[src/rtl/core/kce_pkg.sv]
// Package: types, codes and helpers of the keyframe curve evaluator.
`timescale 1ns / 1ps
package kce_pkg;

  localparam int TRACKS_DEF = 8;
  localparam int KEYS_DEF   = 16;

  localparam logic [1:0] OP_WRITE  = 2'd0;
  localparam logic [1:0] OP_REMOVE = 2'd1;
  localparam logic [1:0] OP_EVAL   = 2'd2;

  localparam logic [1:0] ST_OK    = 2'd0;
  localparam logic [1:0] ST_FULL  = 2'd1;
  localparam logic [1:0] ST_EMPTY = 2'd2;

  localparam logic [2:0] MODE_LINEAR = 3'd0;
  localparam logic [2:0] MODE_STEP   = 3'd1;
  localparam logic [2:0] MODE_CUBIC  = 3'd2;
  localparam logic [2:0] MODE_EIN    = 3'd3;
  localparam logic [2:0] MODE_EOUT   = 3'd4;
  localparam logic [2:0] MODE_EINOUT = 3'd5;

  localparam int MUL_AW = 33;
  localparam int MUL_BW = 19;
  localparam int MUL_PW = MUL_AW + MUL_BW;

  typedef struct packed {
    logic        [1:0]  op;
    logic        [2:0]  track;
    logic signed [15:0] frame;
    logic signed [31:0] key_value;
    logic        [2:0]  key_mode;
    logic signed [31:0] slope_in;
    logic signed [31:0] slope_out;
  } in_t;

  typedef struct packed {
    logic signed [31:0] out_value;
    logic        [1:0]  status;
  } out_t;

  typedef struct packed {
    logic signed [15:0] frame;
    logic signed [31:0] value;
    logic        [2:0]  mode;
    logic signed [31:0] slope_in;
    logic signed [31:0] slope_out;
  } key_t;

  function automatic logic signed [31:0] sat32(input logic signed [63:0] x);
    if (x > 64'sd2147483647) return 32'sh7FFFFFFF;
    if (x < -64'sd2147483648) return 32'sh80000000;
    return x[31:0];
  endfunction

endpackage

[src/rtl/core/kce_mul.sv]
// Shared signed multiplier with registered product.
`timescale 1ns / 1ps
module kce_mul (
  input  logic                                clk,
  input  logic signed [kce_pkg::MUL_AW-1:0]   a,
  input  logic signed [kce_pkg::MUL_BW-1:0]   b,
  output logic signed [kce_pkg::MUL_PW-1:0]   prod_r
);

  always_ff @(posedge clk) begin
    prod_r <= kce_pkg::MUL_PW'(a) * kce_pkg::MUL_PW'(b);
  end

endmodule

[config.mk]
export PLATFORM = sky130hd
export DESIGN_NAME = kce_mul
export DESIGN_NICKNAME = d
export VERILOG_FILES = /design/src/rtl/core/kce_pkg.sv /design/src/rtl/core/kce_mul.sv
export SDC_FILE = /design/constraint.sdc
export NUM_CORES = 2
export LEC_CHECK = 0
export BUFFER_PORTS_ARGS = -buffer_cell sky130_fd_sc_hd__buf_2
export CORE_ASPECT_RATIO = 1.5
export CORE_MARGIN = 8
export CORE_UTILIZATION = 40
export DETAILED_ROUTE_END_ITERATION = 10
export MAX_ROUTING_LAYER = met4
export PLACE_DENSITY = 0.62
export SLEW_MARGIN = 10
export SYNTH_ARGS = -nofsm -noshare
export SYNTH_HDL_FRONTEND = slang
export SYNTH_SLANG_ARGS = --single-unit
export TNS_END_PERCENT = 5
[constraint.sdc]
create_clock -name clk -period 7.2 [get_ports clk]
set_input_delay 1.08 -clock clk [delete_from_list [all_inputs] [get_ports clk]]
set_output_delay 1.08 -clock clk [all_outputs]
set_load 0.01 [all_outputs]
==> reports/qor_table.md <==
| Parameter | Reported |
|:---|:---|
| Worst-case headroom to the max-slew limit | 64.57% |
| Met1 global-route usage | 18.94% |
| Clock tree from TritonCTS | yes |
| Cell breakdown of the critical path | buf_4, and2_1, fa_1, inv_1, fa_1, inv_1, fa_1, fa_1, fa_1, inv_1, fa_1, inv_1, ha_1, ha_1, a21o_1, a21o_1, a21o_1, a2111o_1, o2111ai_4, nand3_2, a2111oi_4, o41ai_2, xor2_1 |
| Via density per instance | 4.916 |
| Number of global-route vias before repair | 19570 |
| Initial antenna violation count | 3 |
| Maximum capacitance violations | 0 |
| Predominant post-synthesis flop cell | dfxtp_1 |
| Worst Hold Slack | 1.165 ns |
| Post-synth ARST share | 0% |
| Synth cell types | 51 |
| Initial detailed-routing violation count | 767 |
| Period minus WS final | 7.045 ns |
| Worst setup endpoint | prod_r[45] |
| Area Overhead vs Synth | 15.47% |
| Remaining global-route overflow | 0 |
| Master cell of the clock root buffer | clkbuf_16 |
| Port Buffers | 104 |
| Count of placed standard cells in the final layout, fillers left out | 3451 |
| Critical Path AT | 7.27 ns |
| Result of the run | completed |
| Synthesized area divided by synthesized cell count | 9.327 um^2 |
| Crit path launch | b[4] |
| CP max-delay cell | fa_1 |
| Post-route fraction of the period consumed by the critical path | 97.85% |
| Largest registers ranked by flip-flop count | prod_r (52) |
| Category of the worst setup path launch point | input port |
| Routed wire length per instance | 18.13 um |
| Placeable core area | 56500 um^2 |
| Largest Register | prod_r |
| # DRC | 0 |
| Number of detailed-routing iterations run before antenna repair | 5 |
| Layout cell share with drive strength beyond 1 | 15.52% |
| First-pass GRT wire length | 100.8 mm |
| Synth Instances | 2435 |
| Worst Setup Slack, final | 0.1551 ns |
| Cell count after placement | 3439 |
| Detailed-route wire length | 62.55 mm |
| Nets | 3486 |
| Final Max Slew Viols | 0 |
| Post-detail-place hpwl | 55.46 mm |
| Element type at the critical path end | flop |
| Width of the die | 210.6 um |
| Die Ht | 307.8 um |
| Synthesis Warnings | 0 |
| Number of storage elements in the synthesis netlist | 52 |
| DRT antenna net count | 0 |
| Data required time of the worst path | 7.42 ns |
| Number of placement rows | 107 |
| Clock Pin Slew Worst Setup and Hold Paths | 0.11 ns |
| H-tree lvl count | 2 |
| Maximum number of pins on one net before global-route repair | 27 |
| Sink count of the clock tree | 52 |
| Transition time at the pin with the least slew margin | 0.5314 ns |
| Flip-flop count of the largest register, all copies and words added | 52 |
| Synthesized net count | 3236 |
| Top achievable clock speed | 141.9 MHz |
| Sequential share of the synthesized area | 4.584% |
| Total negative slack | 0 ns |
| Path type of the worst min-delay path | in2reg |
| Mapped cell area | 22710 um^2 |
| Vias post-DR | 16970 |
| Global-route layer with the greatest usage | met2 |
| Critical path fanouts, max | 20 |
| Met3 track utilization from global routing | 2.383% |
| Clock buffers created by TritonCTS | 5 |
| Cell seen most often among critical-path stages | fa_1 |
| Number of setup violations in the final report | 0 |
| Final Hold Viols | 0 |
| EDFF count, synth | 0 |
| Top Ports | 105 |
| Total routing usage reported by global routing | 20.69% |
| Setup repair after global routing missed its margin | true |
| Minimum setup slack after placement | -0.5572 ns |
| Commonest non-fill, non-tap cells in the layout | fa_1 (599), inv_1 (583), nand2_1 (333), and2_1 (289), buf_4 (247) |
| Effective utilization at floorplan | 40.20% |
| Met2 track utilization from global routing | 38.46% |
| Area of the die | 64820 um^2 |
| Weighted congestion at the end of routability-driven global placement | 0.9381 |
| Largest buffer count on any clock path | 2 |
| Most common cell after layout, fill and taps aside | fa_1 |
| Slowest Stage Delay on Critical Path | 0.54 ns |
| Critical path type | in2reg |
-- repair_timing --
action,4_1_cts,5_1_grt
gates resized for setup,13,46
gates cloned,0,0
endpoints found under the setup margin,9,16
hold buffers,0,0
setup buffers,0,2
pin swaps,11,20
-- cell usage after synthesis, types with 3 or more instances --
master / number / share of area, %
o211ai_1: 3 / 0.099
nand3_1: 8 / 0.18
nand2_1: 333 / 5.5
clkbuf_1: 117 / 1.9
nor3_1: 9 / 0.20
nor3b_1: 3 / 0.099
xnor2_1: 32 / 1.2
a211oi_1: 4 / 0.13
inv_1: 585 / 9.7
fa_1: 607 / 54
o21a_1: 4 / 0.13
nand4_1: 6 / 0.17
ha_1: 141 / 7.8
o21ai_0: 21 / 0.46
o21bai_1: 9 / 0.30
and2_1: 290 / 8.0
a21o_1: 32 / 1.1
xor2_1: 22 / 0.85
a21oi_1: 45 / 0.99
a31oi_1: 6 / 0.17
nor2_1: 49 / 0.81
nor2b_1: 4 / 0.11
nand2b_1: 13 / 0.36
and4_1: 7 / 0.27
dfxtp_1: 52 / 4.6
-- per-stage QoR --
stage	area [um^2]	util [%]
finish	26220	46.42
global route	26220	46.42
CTS	25990	46.00
detailed placement	25760	45.59
global placement	25760	45.59
floorplan	22740	-
-- area by class of cell --
class                      instances  area, um^2
antenna                            2       5.005
tap                              763       954.7
multi-input combinational       1680       19280
timing repair buffer             360        2584
sequential                        52        1041
inverter                         586        2202
clock inverter                     3       28.78
clock buffer                       5       125.1
fill                            5496       30270
-- worst min path at each step --
| stage | startpoint | to | cells past startpoint |
|---|---|---|---|
| floorplan | b[0] | prod_r[0] | 1 |
| finish | b[1] | prod_r[1] | 3 |
| global placement | prod_r[5] | prod_r[5] | 1 |
| detailed placement | prod_r[1] | prod_r[1] | 1 |
| global route | b[1] | prod_r[1] | 3 |
| CTS | b[1] | prod_r[1] | 3 |
-- layer usage --
metal	vias to the layer above	wire (um)
li1	7524	-
met1	8736	19260
met2	491	34920
met3	214	2455
met4	0	5926
met5	-	0
-- worst max-delay path, delay by kind of cell --
kind            cells  cell delay (ns)
simple gates        2             0.34
fa+ha+maj           8             3.58
compound gates      7             1.69
buf+inv             5             0.41
xor+xnor            1             0.15
-- kinds of logic (layout without fill, tap and decap cells) --
family	after synthesis	in the layout	synth area share (%)
xor+xnor	54	54	2.083
flops	52	52	4.584
fa+ha+maj	748	748	61.27
buf+inv	703	954	11.62
compound gates	145	145	4.380
mux	2	2	0.09916
other cells	0	2	0
simple gates	731	731	15.96
Power is not shown: default switching activity piles up to over one toggle a cycle in this logic, so the estimate is an artifact.
